===== src/rtl/mqd_pkg.sv =====
package mqd_pkg;

  localparam int MAX_LENGTH_BYTES = 4;
  localparam int LEN_W = 28;
  localparam int CNT_W = 3;

  localparam logic [3:0] TYPE_CONNACK = 4'd2;
  localparam logic [3:0] TYPE_PUBLISH = 4'd3;

  typedef enum logic [2:0] {
    EV_HEADER    = 3'd0,
    EV_TOPIC     = 3'd1,
    EV_ID        = 3'd2,
    EV_PAYLOAD   = 3'd3,
    EV_CONNACK   = 3'd4,
    EV_SKIP_END  = 3'd5,
    EV_MALFORMED = 3'd6
  } event_e;

  typedef enum logic [10:0] {
    PH_HEADER    = 11'b000_0000_0001,
    PH_LENGTH    = 11'b000_0000_0010,
    PH_TLEN_HI   = 11'b000_0000_0100,
    PH_TLEN_LO   = 11'b000_0000_1000,
    PH_TOPIC     = 11'b000_0001_0000,
    PH_ID_HI     = 11'b000_0010_0000,
    PH_ID_LO     = 11'b000_0100_0000,
    PH_PAYLOAD   = 11'b000_1000_0000,
    PH_ACK_FLAGS = 11'b001_0000_0000,
    PH_ACK_CODE  = 11'b010_0000_0000,
    PH_SKIP      = 11'b100_0000_0000
  } phase_e;

  // raw event as classified by the parser
  typedef struct packed {
    event_e            kind;
    logic [3:0]        packet_kind;
    logic [3:0]        flags;
    logic [7:0]        data;
    logic [LEN_W-1:0]  blen;
    logic [15:0]       topic_len;
    logic [15:0]       id;
    logic              session;
    logic [7:0]        rc;
    logic              last;
  } event_t;

  // formatted result
  typedef struct packed {
    logic [2:0]        event_kind;
    logic [3:0]        packet_kind;
    logic [7:0]        data_value;
    logic [1:0]        qos_level;
    logic              dup_flag;
    logic              retain_flag;
    logic [LEN_W-1:0]  body_length;
    logic [15:0]       topic_size;
    logic [15:0]       message_id;
    logic              session_flag;
    logic [7:0]        return_code;
    logic              last;
  } result_t;

endpackage


===== src/rtl/mqd_if.sv =====
interface mqd_rx_if;
  logic       valid;
  logic       ready;
  logic [7:0] rx_byte;

  modport source (output valid, output rx_byte, input ready);
  modport sink (input valid, input rx_byte, output ready);
endinterface

interface mqd_ev_if import mqd_pkg::*; ();
  logic             valid;
  logic             ready;
  logic [2:0]       event_kind;
  logic [3:0]       packet_kind;
  logic [7:0]       data_value;
  logic [1:0]       qos_level;
  logic             dup_flag;
  logic             retain_flag;
  logic [LEN_W-1:0] body_length;
  logic [15:0]      topic_size;
  logic [15:0]      message_id;
  logic             session_flag;
  logic [7:0]       return_code;
  logic             last;

  modport source (
    output valid, event_kind, packet_kind, data_value, qos_level, dup_flag, retain_flag,
    output body_length, topic_size, message_id, session_flag, return_code, last,
    input ready
  );
  modport sink (
    input valid, event_kind, packet_kind, data_value, qos_level, dup_flag, retain_flag,
    input body_length, topic_size, message_id, session_flag, return_code, last,
    output ready
  );
endinterface


===== src/rtl/mqd_front.sv =====
module mqd_front import mqd_pkg::*; #(
  parameter int MaxLengthBytes = MAX_LENGTH_BYTES
) (
  input  logic   clk_i,
  input  logic   rst_ni,
  mqd_rx_if.sink rx_i,
  input  logic   full_i,
  output logic   push_o,
  output event_t ev_o
);

  localparam logic [CNT_W-1:0] MaxCnt = CNT_W'(MaxLengthBytes);

  phase_e           phase_q, phase_d;
  logic [3:0]       kind_q, kind_d;
  logic [3:0]       flags_q, flags_d;
  logic [LEN_W-1:0] accum_q, accum_d;
  logic [CNT_W-1:0] cnt_q, cnt_d;
  logic [LEN_W-1:0] left_q, left_d;
  logic [15:0]      tlen_q, tlen_d;
  logic [15:0]      tleft_q, tleft_d;
  logic [15:0]      id_q, id_d;
  logic             session_q, session_d;

  logic             accept;
  logic             have;
  logic             body;
  logic             pkt_end;
  logic [7:0]       b;
  logic [LEN_W-1:0] grp;
  logic [LEN_W-1:0] blen;
  event_e           kind;
  logic [7:0]       data;
  logic [7:0]       rc;
  logic             last;
  phase_e           after_topic;

  assign rx_i.ready = ~full_i;
  assign accept     = rx_i.valid & ~full_i;
  assign b          = rx_i.rx_byte;
  assign after_topic = (flags_q[2:1] != 2'd0) ? PH_ID_HI : PH_PAYLOAD;

  always_comb begin
    phase_d   = phase_q;
    kind_d    = kind_q;
    flags_d   = flags_q;
    accum_d   = accum_q;
    cnt_d     = cnt_q;
    left_d    = left_q;
    tlen_d    = tlen_q;
    tleft_d   = tleft_q;
    id_d      = id_q;
    session_d = session_q;
    have      = 1'b0;
    body      = 1'b0;
    pkt_end   = 1'b0;
    kind      = EV_HEADER;
    data      = 8'd0;
    rc        = 8'd0;
    last      = 1'b0;
    blen      = accum_q;
    grp       = '0;

    case (phase_q)
      PH_LENGTH: begin
        case (cnt_q[1:0])
          2'd0:    grp = {21'd0, b[6:0]};
          2'd1:    grp = {14'd0, b[6:0], 7'd0};
          2'd2:    grp = {7'd0, b[6:0], 14'd0};
          default: grp = {b[6:0], 21'd0};
        endcase
        accum_d = accum_q | grp;
        cnt_d   = cnt_q + CNT_W'(1);
        blen    = accum_d;
        if (b[7]) begin
          if (cnt_d >= MaxCnt) begin
            have    = 1'b1;
            kind    = EV_MALFORMED;
            last    = 1'b1;
            phase_d = PH_HEADER;
          end
        end else begin
          left_d = accum_d;
          if (kind_q == TYPE_PUBLISH) begin
            have = 1'b1;
            kind = EV_HEADER;
            if (accum_d == '0) begin
              last    = 1'b1;
              phase_d = PH_HEADER;
            end else begin
              phase_d = PH_TLEN_HI;
            end
          end else if (accum_d == '0) begin
            have    = 1'b1;
            kind    = EV_SKIP_END;
            last    = 1'b1;
            phase_d = PH_HEADER;
          end else begin
            phase_d = (kind_q == TYPE_CONNACK) ? PH_ACK_FLAGS : PH_SKIP;
          end
        end
      end
      PH_TLEN_HI, PH_TLEN_LO, PH_TOPIC, PH_ID_HI, PH_ID_LO, PH_PAYLOAD,
      PH_ACK_FLAGS, PH_ACK_CODE, PH_SKIP: begin
        body = 1'b1;
      end
      default: begin
        kind_d    = b[7:4];
        flags_d   = b[3:0];
        accum_d   = '0;
        cnt_d     = '0;
        left_d    = '0;
        tlen_d    = '0;
        tleft_d   = '0;
        id_d      = '0;
        session_d = 1'b0;
        phase_d   = PH_LENGTH;
      end
    endcase

    if (body) begin
      left_d  = (left_q != '0) ? left_q - LEN_W'(1) : left_q;
      pkt_end = (left_d == '0);
      case (phase_q)
        PH_TLEN_HI: begin
          tlen_d  = {b, 8'd0};
          phase_d = PH_TLEN_LO;
        end
        PH_TLEN_LO: begin
          tlen_d  = {tlen_q[15:8], b};
          tleft_d = {tlen_q[15:8], b};
          phase_d = (tleft_d != 16'd0) ? PH_TOPIC : after_topic;
        end
        PH_TOPIC: begin
          have    = 1'b1;
          kind    = EV_TOPIC;
          data    = b;
          tleft_d = (tleft_q != 16'd0) ? tleft_q - 16'd1 : tleft_q;
          if (tleft_d == 16'd0) phase_d = after_topic;
        end
        PH_ID_HI: begin
          id_d    = {b, 8'd0};
          phase_d = PH_ID_LO;
        end
        PH_ID_LO: begin
          id_d    = {id_q[15:8], b};
          have    = 1'b1;
          kind    = EV_ID;
          phase_d = PH_PAYLOAD;
        end
        PH_PAYLOAD: begin
          have = 1'b1;
          kind = EV_PAYLOAD;
          data = b;
        end
        PH_ACK_FLAGS: begin
          session_d = b[0];
          phase_d   = PH_ACK_CODE;
        end
        PH_ACK_CODE: begin
          have    = 1'b1;
          kind    = EV_CONNACK;
          rc      = b;
          phase_d = PH_SKIP;
        end
        default: begin
        end
      endcase
      if (pkt_end) begin
        if (!have) begin
          have = 1'b1;
          kind = EV_SKIP_END;
        end
        last    = 1'b1;
        phase_d = PH_HEADER;
      end
    end
  end

  assign push_o = accept & have;

  always_comb begin
    ev_o.kind        = kind;
    ev_o.packet_kind = kind_d;
    ev_o.flags       = flags_d;
    ev_o.data        = data;
    ev_o.blen        = blen;
    ev_o.topic_len   = tlen_d;
    ev_o.id          = id_d;
    ev_o.session     = session_d;
    ev_o.rc          = rc;
    ev_o.last        = last;
  end

  always_ff @(posedge clk_i or negedge rst_ni) begin
    if (!rst_ni) begin
      phase_q   <= PH_HEADER;
      kind_q    <= '0;
      flags_q   <= '0;
      accum_q   <= '0;
      cnt_q     <= '0;
      left_q    <= '0;
      tlen_q    <= '0;
      tleft_q   <= '0;
      id_q      <= '0;
      session_q <= 1'b0;
    end else if (accept) begin
      phase_q   <= phase_d;
      kind_q    <= kind_d;
      flags_q   <= flags_d;
      accum_q   <= accum_d;
      cnt_q     <= cnt_d;
      left_q    <= left_d;
      tlen_q    <= tlen_d;
      tleft_q   <= tleft_d;
      id_q      <= id_d;
      session_q <= session_d;
    end
  end

endmodule


===== src/rtl/mqd_queue.sv =====
module mqd_queue import mqd_pkg::*; (
  input  logic   clk_i,
  input  logic   rst_ni,
  input  logic   push_i,
  input  event_t entry_i,
  output logic   full_o,
  output logic   valid_o,
  output event_t entry_o,
  input  logic   pop_i
);

  event_t     mem_q [2];
  logic       wr_ptr_q, wr_ptr_d;
  logic       rd_ptr_q, rd_ptr_d;
  logic [1:0] count_q, count_d;

  assign full_o  = (count_q == 2'd2);
  assign valid_o = (count_q != 2'd0);
  assign entry_o = mem_q[rd_ptr_q];

  always_comb begin
    wr_ptr_d = push_i ? ~wr_ptr_q : wr_ptr_q;
    rd_ptr_d = pop_i ? ~rd_ptr_q : rd_ptr_q;
    count_d  = count_q + {1'b0, push_i} - {1'b0, pop_i};
  end

  always_ff @(posedge clk_i or negedge rst_ni) begin
    if (!rst_ni) begin
      wr_ptr_q <= 1'b0;
      rd_ptr_q <= 1'b0;
      count_q  <= 2'd0;
    end else begin
      wr_ptr_q <= wr_ptr_d;
      rd_ptr_q <= rd_ptr_d;
      count_q  <= count_d;
    end
  end

  always_ff @(posedge clk_i) begin
    if (push_i) mem_q[wr_ptr_q] <= entry_i;
  end

endmodule


===== src/rtl/mqd_back.sv =====
module mqd_back import mqd_pkg::*; (
  input  logic     clk_i,
  input  logic     rst_ni,
  input  logic     valid_i,
  input  event_t   entry_i,
  output logic     pop_o,
  mqd_ev_if.source ev_o
);

  logic    valid_q, valid_d;
  result_t res_q, res_d;
  logic    is_pub;
  logic    is_ack;

  assign pop_o  = valid_i & (~valid_q | ev_o.ready);
  assign is_pub = (entry_i.packet_kind == TYPE_PUBLISH);
  assign is_ack = (entry_i.packet_kind == TYPE_CONNACK);

  always_comb begin
    res_d.event_kind   = entry_i.kind;
    res_d.packet_kind  = entry_i.packet_kind;
    res_d.data_value   = entry_i.data;
    res_d.qos_level    = is_pub ? entry_i.flags[2:1] : 2'd0;
    res_d.dup_flag     = is_pub & entry_i.flags[0];
    res_d.retain_flag  = is_pub & entry_i.flags[3];
    res_d.body_length  = (entry_i.kind == EV_MALFORMED) ? '0 : entry_i.blen;
    res_d.topic_size   = is_pub ? entry_i.topic_len : 16'd0;
    res_d.message_id   = is_pub ? entry_i.id : 16'd0;
    res_d.session_flag = is_ack & entry_i.session;
    res_d.return_code  = entry_i.rc;
    res_d.last         = entry_i.last;
    valid_d            = pop_o | (valid_q & ~ev_o.ready);
  end

  always_ff @(posedge clk_i or negedge rst_ni) begin
    if (!rst_ni) begin
      valid_q <= 1'b0;
    end else begin
      valid_q <= valid_d;
    end
  end

  always_ff @(posedge clk_i) begin
    if (pop_o) res_q <= res_d;
  end

  assign ev_o.valid        = valid_q;
  assign ev_o.event_kind   = res_q.event_kind;
  assign ev_o.packet_kind  = res_q.packet_kind;
  assign ev_o.data_value   = res_q.data_value;
  assign ev_o.qos_level    = res_q.qos_level;
  assign ev_o.dup_flag     = res_q.dup_flag;
  assign ev_o.retain_flag  = res_q.retain_flag;
  assign ev_o.body_length  = res_q.body_length;
  assign ev_o.topic_size   = res_q.topic_size;
  assign ev_o.message_id   = res_q.message_id;
  assign ev_o.session_flag = res_q.session_flag;
  assign ev_o.return_code  = res_q.return_code;
  assign ev_o.last         = res_q.last;

endmodule


===== src/rtl/mqtt_packet_deframer.sv =====
// channel  dir  payload                                   handshake
// rx_i     in   rx_byte                                   valid/ready
// ev_o     out  event_kind .. last (12 fields)            valid/ready
//
// one byte per cycle unless the queue is full; the parser decides its event in that cycle
// an event reaches ev_o through the event queue, then the output register
// rx_i.ready drops only while the two-entry event queue is full
// reset is asynchronous, active low, and leaves the parser waiting for a fixed header
module mqtt_packet_deframer import mqd_pkg::*; #(
  parameter int MaxLengthBytes = MAX_LENGTH_BYTES
) (
  input  logic     clk_i,
  input  logic     rst_ni,
  mqd_rx_if.sink   rx_i,
  mqd_ev_if.source ev_o
);

  logic   push;
  logic   full;
  logic   q_valid;
  logic   pop;
  event_t ev_in;
  event_t ev_out;

  mqd_front #(
    .MaxLengthBytes(MaxLengthBytes)
  ) u_front (
    .clk_i  (clk_i),
    .rst_ni (rst_ni),
    .rx_i   (rx_i),
    .full_i (full),
    .push_o (push),
    .ev_o   (ev_in)
  );

  mqd_queue u_queue (
    .clk_i   (clk_i),
    .rst_ni  (rst_ni),
    .push_i  (push),
    .entry_i (ev_in),
    .full_o  (full),
    .valid_o (q_valid),
    .entry_o (ev_out),
    .pop_i   (pop)
  );

  mqd_back u_back (
    .clk_i   (clk_i),
    .rst_ni  (rst_ni),
    .valid_i (q_valid),
    .entry_i (ev_out),
    .pop_o   (pop),
    .ev_o    (ev_o)
  );

endmodule

===== src/flat_wrapper.sv =====
// flat-port wrapper written by rule: the top's interface ports become plain ports
module mqtt_packet_deframer_flat import mqd_pkg::*;
#(
  parameter int MaxLengthBytes = MAX_LENGTH_BYTES
)
  (clk_i, rst_ni, rx_i_valid, rx_i_rx_byte, rx_i_ready, ev_o_valid, ev_o_event_kind, ev_o_packet_kind, ev_o_data_value, ev_o_qos_level, ev_o_dup_flag, ev_o_retain_flag, ev_o_body_length, ev_o_topic_size, ev_o_message_id, ev_o_session_flag, ev_o_return_code, ev_o_last, ev_o_ready);
  mqd_rx_if rx_i_i ();
  mqd_ev_if ev_o_i ();
  input  logic clk_i;
  input  logic rst_ni;
  input wire logic [$bits(rx_i_i.valid)-1:0] rx_i_valid;
  input wire logic [$bits(rx_i_i.rx_byte)-1:0] rx_i_rx_byte;
  output wire logic [$bits(rx_i_i.ready)-1:0] rx_i_ready;
  output wire logic [$bits(ev_o_i.valid)-1:0] ev_o_valid;
  output wire logic [$bits(ev_o_i.event_kind)-1:0] ev_o_event_kind;
  output wire logic [$bits(ev_o_i.packet_kind)-1:0] ev_o_packet_kind;
  output wire logic [$bits(ev_o_i.data_value)-1:0] ev_o_data_value;
  output wire logic [$bits(ev_o_i.qos_level)-1:0] ev_o_qos_level;
  output wire logic [$bits(ev_o_i.dup_flag)-1:0] ev_o_dup_flag;
  output wire logic [$bits(ev_o_i.retain_flag)-1:0] ev_o_retain_flag;
  output wire logic [$bits(ev_o_i.body_length)-1:0] ev_o_body_length;
  output wire logic [$bits(ev_o_i.topic_size)-1:0] ev_o_topic_size;
  output wire logic [$bits(ev_o_i.message_id)-1:0] ev_o_message_id;
  output wire logic [$bits(ev_o_i.session_flag)-1:0] ev_o_session_flag;
  output wire logic [$bits(ev_o_i.return_code)-1:0] ev_o_return_code;
  output wire logic [$bits(ev_o_i.last)-1:0] ev_o_last;
  input wire logic [$bits(ev_o_i.ready)-1:0] ev_o_ready;
  assign rx_i_i.valid = rx_i_valid;
  assign rx_i_i.rx_byte = rx_i_rx_byte;
  assign rx_i_ready = rx_i_i.ready;
  assign ev_o_valid = ev_o_i.valid;
  assign ev_o_event_kind = ev_o_i.event_kind;
  assign ev_o_packet_kind = ev_o_i.packet_kind;
  assign ev_o_data_value = ev_o_i.data_value;
  assign ev_o_qos_level = ev_o_i.qos_level;
  assign ev_o_dup_flag = ev_o_i.dup_flag;
  assign ev_o_retain_flag = ev_o_i.retain_flag;
  assign ev_o_body_length = ev_o_i.body_length;
  assign ev_o_topic_size = ev_o_i.topic_size;
  assign ev_o_message_id = ev_o_i.message_id;
  assign ev_o_session_flag = ev_o_i.session_flag;
  assign ev_o_return_code = ev_o_i.return_code;
  assign ev_o_last = ev_o_i.last;
  assign ev_o_i.ready = ev_o_ready;
  mqtt_packet_deframer #(.MaxLengthBytes(MaxLengthBytes)) u_core (.clk_i(clk_i), .rst_ni(rst_ni), .rx_i(rx_i_i), .ev_o(ev_o_i));
endmodule

===== config.mk =====
export PLATFORM = sky130hd
export DESIGN_NAME = mqtt_packet_deframer_flat
export DESIGN_NICKNAME = d
export VERILOG_FILES = /design/src/rtl/mqd_pkg.sv /design/src/rtl/mqd_if.sv /design/src/rtl/mqd_front.sv /design/src/rtl/mqd_queue.sv /design/src/rtl/mqd_back.sv /design/src/rtl/mqtt_packet_deframer.sv /design/src/flat_wrapper.sv
export SDC_FILE = /design/constraint.sdc
export NUM_CORES = 1
export LEC_CHECK = 0
export BUFFER_PORTS_ARGS = -buffer_cell sky130_fd_sc_hd__buf_2
export CELL_PAD_IN_SITES_DETAIL_PLACEMENT = 0
export CELL_PAD_IN_SITES_GLOBAL_PLACEMENT = 1
export CORE_AREA = 2 2 205 207
export DETAILED_ROUTE_END_ITERATION = 12
export DIE_AREA = 0 0 207 209
export HOLD_SLACK_MARGIN = 0.1
export PLACE_DENSITY = 0.73
export SKIP_CTS_REPAIR_TIMING = 1
export SYNTH_ARGS = -nofsm -noshare
export SYNTH_HDL_FRONTEND = slang
export SYNTH_HIERARCHICAL = 1
export SYNTH_SLANG_ARGS = --single-unit

===== constraint.sdc =====
create_clock -name clk_i -period 8 [get_ports clk_i]
set_input_delay 0 -clock clk_i [delete_from_list [all_inputs] [get_ports clk_i]]
set_output_delay 0 -clock clk_i [all_outputs]
set_load 0.05 [all_outputs]

* Yosys cells after proc, flatten, opt, wreduce, memory -nomap -nowiden
Memory sizes are Yosys's and may differ from the RTL's. Index checks and enable logic that the tools add are counted.
Operators by class: add/subtract/negate cells 5, magnitude comparators 1, equality and inequality tests 20, multiplexer cells 66, bitwise logic cells 16, reduce and logical (&&, ||, !) cells 15
Operator list (count):
- 2-to-1 mux 28 bit | 5
- 2-to-1 mux 16 bit | 7
- case mux 28 bit (2 select lines) | 2
- case mux 16 bit (2 select lines) | 3
- 2-to-1 mux 11 bit | 8
- case mux 28 bit (3 select lines) | 1
- case mux 11 bit (7 select lines) | 1
- logical NOT 28 bit | 2
- 2-to-1 mux 8 bit | 6
- nonzero test 16 bit | 2
- OR 28 bit | 1
- nonzero test 28 bit | 1
- subtractor 28 x 1 -> 28 bit, second input constant | 1
- 2-to-1 mux 3 bit | 9
- case mux 11 bit (2 select lines) | 1
- 2-to-1 mux 1 bit | 19
- == test 4 x 2 -> 1 bit, second input constant | 4
- logical NOT 16 bit | 1
- subtractor 16 x 1 -> 16 bit, second input constant | 1
- case mux 3 bit (4 select lines) | 1
- == test 11 x 10 -> 1 bit, second input constant | 1
- == test 11 bit, second input constant | 1
- == test 11 x 2 -> 1 bit, second input constant | 1
- == test 11 x 3 -> 1 bit, second input constant | 1
- 28 further kinds | 43
Storage, ports and cells: register bits 221, RAM bits 178, input port bits 12, output and inout bits 91, logic and storage cells 150, memories kept 1
Memory list:
- u_core.u_queue.mem_q | depth 2, width 89, read ports 1, clocked after memory_dff 0, write ports 1, line mqd_queue.sv:12 | event_t mem_q [2];

* Depth between registers and ports, before layout
depth in word-level cells 16, gate-level depth with buffers 15, depth with buffers taken out 12

* By module
Netlist, hierarchy kept.
By module, submodules not included:
- mqd_front | times used 1, cells an instance 1037, area an instance 8439.3 um2, sequential area each 3179.3 um2
- mqd_queue | times used 1, cells an instance 292, area an instance 6681.4 um2, sequential area each 5445.2 um2
- mqd_back | times used 1, cells an instance 166, area an instance 3223.1 um2, sequential area each 2697.6 um2

* Least setup slack after synthesis
No wires, ideal clock.
path kind register to register, start point register u_core.u_front.left_q[5], end point memory u_core/u_queue/mem_q[0][0] (netlist name) (enable), library setup time 548 ps, arrival 7011 ps, data required time 7452 ps, path slack 441 ps, cell stages (with the launch flop) 13, clock period less this slack 7559 ps, cells stage by stage dfrtp_1 -> or4_4 -> buf_6 -> or4_4 -> buf_6 -> or3_1 -> buf_6 -> nand4b_2 -> nand3_2 -> nor3_2 -> and3_2 -> a2bb2oi_2 -> nor2b_1
Between the ends: cells in the longest elaborated chain, start to end 8, elaborated cells on any way between the ends 9, those cells by class 1 x add/sub; 5 x mux; 1 x bitwise; 2 x reduce/logical
RTL lines:
- from (decl) | line mqd_front.sv:19 | logic [LEN_W-1:0] left_q, left_d;
- from (signal assigned) | line mqd_front.sv:213 | left_q <= left_d;
- subtractor 28 x 1 -> 28 bit / nonzero test 28 bit (equally long branches) | line mqd_front.sv:122 | left_d = (left_q != '0) ? left_q - LEN_W'(1) : left_q;
- 2-to-1 mux 28 bit (*) | line mqd_front.sv:122
- logical NOT 28 bit (*) | line mqd_front.sv:123 | pkt_end = (left_d == '0);
- 2-to-1 mux 1 bit (*) | line mqd_front.sv:169 | if (pkt_end) begin
- 2-to-1 mux 1 bit (*) | line mqd_front.sv:121 | if (body) begin
- bitwise AND 1 bit (*) | line mqd_front.sv:180 | assign push_o = accept & have;
- via u_core.push | line mqtt_packet_deframer.sv:18 | logic push;
- 2-to-1 mux 1 bit (*) | line mqd_queue.sv:40 | if (push_i) mem_q[wr_ptr_q] <= entry_i;
- 2-to-1 mux 1 bit (implied by the code) (*) | line mqd_queue.sv:40
- to (decl) | line mqd_queue.sv:12
The timed path passes the listed nets; every way through them passes the cells marked *.

* Worst setup path in the final report
start point register u_core.u_front.left_q[0], end point memory u_core/u_queue/mem_q[0][31] (netlist name) (enable)
The elaborated chain is that of the path after synthesis.

==> impl_metrics.toml <==
[run_status]
status = "complete, no violations"

[final_layout]
syn_to_final_growth_pct = 12.4
final_cells = 2143
fill_cells = 3628
drive_gt1_frac = 0.221
insertedDiodeCount = 0
layout_common_cells = "267 x edfxtp_1, 142 x nand2_1, 130 x dfrtp_1"
layout_commonest_cell = "edfxtp_1"
num-nets-final = 1595

[placed_design]
dpl.hpwl_um = 30600
io_buffers = 102
dp_cells = 2056
post-place-ws_ns = 2.63
routabilityCongestion = 0.945

[drt]
route.met2.wl_um = 21400
wirelength_um = 46800
dr.max_layer_used = "met4"
wl_per_cell_um = 21.8
drc = 0
wl_met3_um = 2650
drt-initial-drc-count = 1095
met1_length_um = 22000
vias_per_cell = 5.81
firstDrtPassIters = 7
vias = 12500
ant_nets = 0

[synthesis]
avgSynthCellArea_um2 = 12.3
synth_area_um2 = 18300
synth_edf_count = 267
syn-instance-count = 1495
syn-num-nets = 1517
synthArstFlopShare = 0.331
synth_cell_types = 82
ys.flop_type = "edfxtp_1"
ys_seq_area_frac = 0.617
synth_seq_cells = 399
yosysWarningCount = 6

[setup_path]
worstReg2RegStart = "u_core/u_front/left_q[0]$_DFFE_PN0P_"
rrSetupSlack_ns = 2.61
timing.rr.end = "u_core/u_queue/mem_q[0][31]$_DFFE_PP_"
startpoint_type = "register"
r2r_cells = 12
worst-endpoint-arrival_ns = 5.58
crit_type = "register to register"
crit_required_ns = 8.19
critPathMaxFanout = 45
critPathCaptureType = "register"

[sta]
setup_ws_ns = 2.61
hold_violations = 0
tns_ns = 0
slew-limit-headroom = 0.301
skew_ns = 0.0216
rsz0062_at_grt = "false"
tightestPinTransition_ns = 1.05
whs_ns = 0.0450
max_freq_ghz = 0.186
period_share = 0.673
drv_slew = 0
setup_viol = 0
period_needed_ns = 5.39

[die]
coreArea_um2 = 41300
io_pins = 103
die_area_um2 = 43300
rows = 75
die-height_um = 209
die_x_um = 207
start_util = 0.444

[pwr]
pwr-share-seq = 0.373
intPower_mw = 4.74
p_leak_nw = 7.88
finalPower_mw = 8.08
p_switching_mw = 3.34
pwr-share-comb = 0.395
irDropWorstVdd_uv = 209
switching_share = 0.413
clkPwrFrac = 0.232
pwr_density_cell_nw_per_um2 = 392

[global_routing]
grt_pass1_vias = 11900
grt_pass1_wl_um = 72400
overflow = 0
grt_usage = 0.215
grt_antenna_before_repair = 0
grt_max_degree = 76

[clocking]
clockBufferDepth = 3
cts_tree = "built"
clock-root-buffer = "clkbuf_16"
htreeDepth = 2
cts_buffers = 43
clk_pin_slew_worst_paths_ns = 0.06
clk_latency_ns = 0.58
cts.sinks = 399

[run]
max_cap_violations = 0

[hold_path]
hp-class = "input port to asynchronous set/reset pin"
## sequential cells by signal (all words and copies together) (netlist names), 3 cells and up
name,cells
u_core/u_front/cnt_q,3
u_core/u_front/phase_q,11
u_core/u_front/left_q,28
u_core/u_front/flags_q,4
u_core/u_front/tleft_q,16
u_core/u_front/id_q,16
u_core/u_back/ev_o.body_length,28
u_core/u_front/accum_q,28
u_core/u_front/kind_q,4
u_core/u_queue/mem_q,178
u_core/u_back/ev_o.topic_size,16
u_core/u_back/ev_o.message_id,16
u_core/u_front/tlen_q,16
u_core/u_back/ev_o.packet_kind,4
u_core/u_back/ev_o.return_code,8
u_core/u_back/ev_o.data_value,8
u_core/u_back/ev_o.event_kind,3
## through the flow
| stage | area (µm²) | util |
|---|---|---|
| 2_1_floorplan | 18300 | - |
| 3_3_place_gp | 19200 | 0.465 |
| 3_5_place_dp | 19200 | 0.465 |
| 4_1_cts | 20500 | 0.497 |
| 5_1_grt | 20600 | 0.499 |
| 6_report | 20600 | 0.499 |
## worst max-delay path, cell delays in order (launching register included)
cell and delay [ns]:
dfrtp_1 0.47, inv_1 0.12, ha_1 0.25, nor3b_1 0.73, nand2_1 0.33, o41a_1 0.51, or2_2 0.30, nor4_1 0.36
and3_2 0.32, a2bb2oi_2 0.25, nor2b_4 0.18, buf_4 0.49, buf_4 0.63
## cells in the mapped netlist, types with 27 or more instances
cell        n  area, µm²
edfxtp_1  267       8020
nand2_1   142        533
clkbuf_1   73        274
dfrtp_1   131       3280
mux2_2    104       1170
nand3_1    27        135
nor4_1     36        225
a22o_1     56        490
a21oi_1    72        360
and2_1     49        307
nor2_1     77        289
o21ai_0    83        415
nor3_1     34        170
## cells by family (layout without fill, tap and decap cells)
kind of cell / count (synthesis) / after routing / share of synthesized area
compound gates: 331 / 331 / 0.121
xor+xnor: 15 / 15 / 0.00798
fa+ha+maj: 10 / 10 / 0.00682
buf+inv: 123 / 232 / 0.0334
flops: 399 / 399 / 0.617
mux: 106 / 106 / 0.0649
simple gates: 511 / 511 / 0.149
## layer usage
layer  track usage  up-vias
li1              -     5770
met4        0.0603        0
met1         0.317     6245
met5             0        -
met2         0.330      398
met3        0.0367       40
## power groups by stage
| stage | combinational (mW) | clock, mW | sequential (mW) |
|---|---|---|---|
| after floorplan | 1.83 | 0 | 3.54 |
| after global placement | 3.17 | 0 | 3.03 |
| after detailed placement | 3.17 | 0 | 3.05 |
| after CTS | 3.18 | 1.91 | 3.01 |
| after global routing | 3.42 | 2.00 | 3.07 |
| final | 3.19 | 1.87 | 3.01 |
## final cells by class
cell class | instances | area (µm²) | share of cell area
clock buffers | 60 | 1160 | 0.0563
clock inverters | 16 | 151 | 0.00734
inverters | 23 | 86.3 | 0.00419
multi-input cells | 973 | 6440 | 0.312
flip-flops and latches | 399 | 11300 | 0.549
well taps | 539 | 674 | 0.0327
repair buffers | 133 | 777 | 0.0377
## worst max-delay path by stage
| stage | start | to | slack, ns |
|---|---|---|---|
| 3_5_place_dp | u_core/u_front/left_q[0]$_DFFE_PN0P_ | u_core/u_queue/mem_q[0][26]$_DFFE_PP_ | 2.63 |
| 6_report | u_core/u_front/left_q[0]$_DFFE_PN0P_ | u_core/u_queue/mem_q[0][31]$_DFFE_PP_ | 2.61 |
| 3_3_place_gp | u_core/u_front/left_q[20]$_DFFE_PN0P_ | u_core/u_queue/mem_q[0][28]$_DFFE_PP_ | 2.71 |
| 2_1_floorplan | u_core/u_front/left_q[5]$_DFFE_PN0P_ | u_core/u_queue/mem_q[0][0]$_DFFE_PP_ | 0.44 |
| 4_1_cts | u_core/u_front/left_q[0]$_DFFE_PN0P_ | u_core/u_queue/mem_q[0][36]$_DFFE_PP_ | 2.59 |
| 5_1_grt | u_core/u_front/left_q[0]$_DFFE_PN0P_ | u_core/u_queue/mem_q[0][36]$_DFFE_PP_ | 2.27 |
Note: power is estimated with default switching activity, not from simulation.
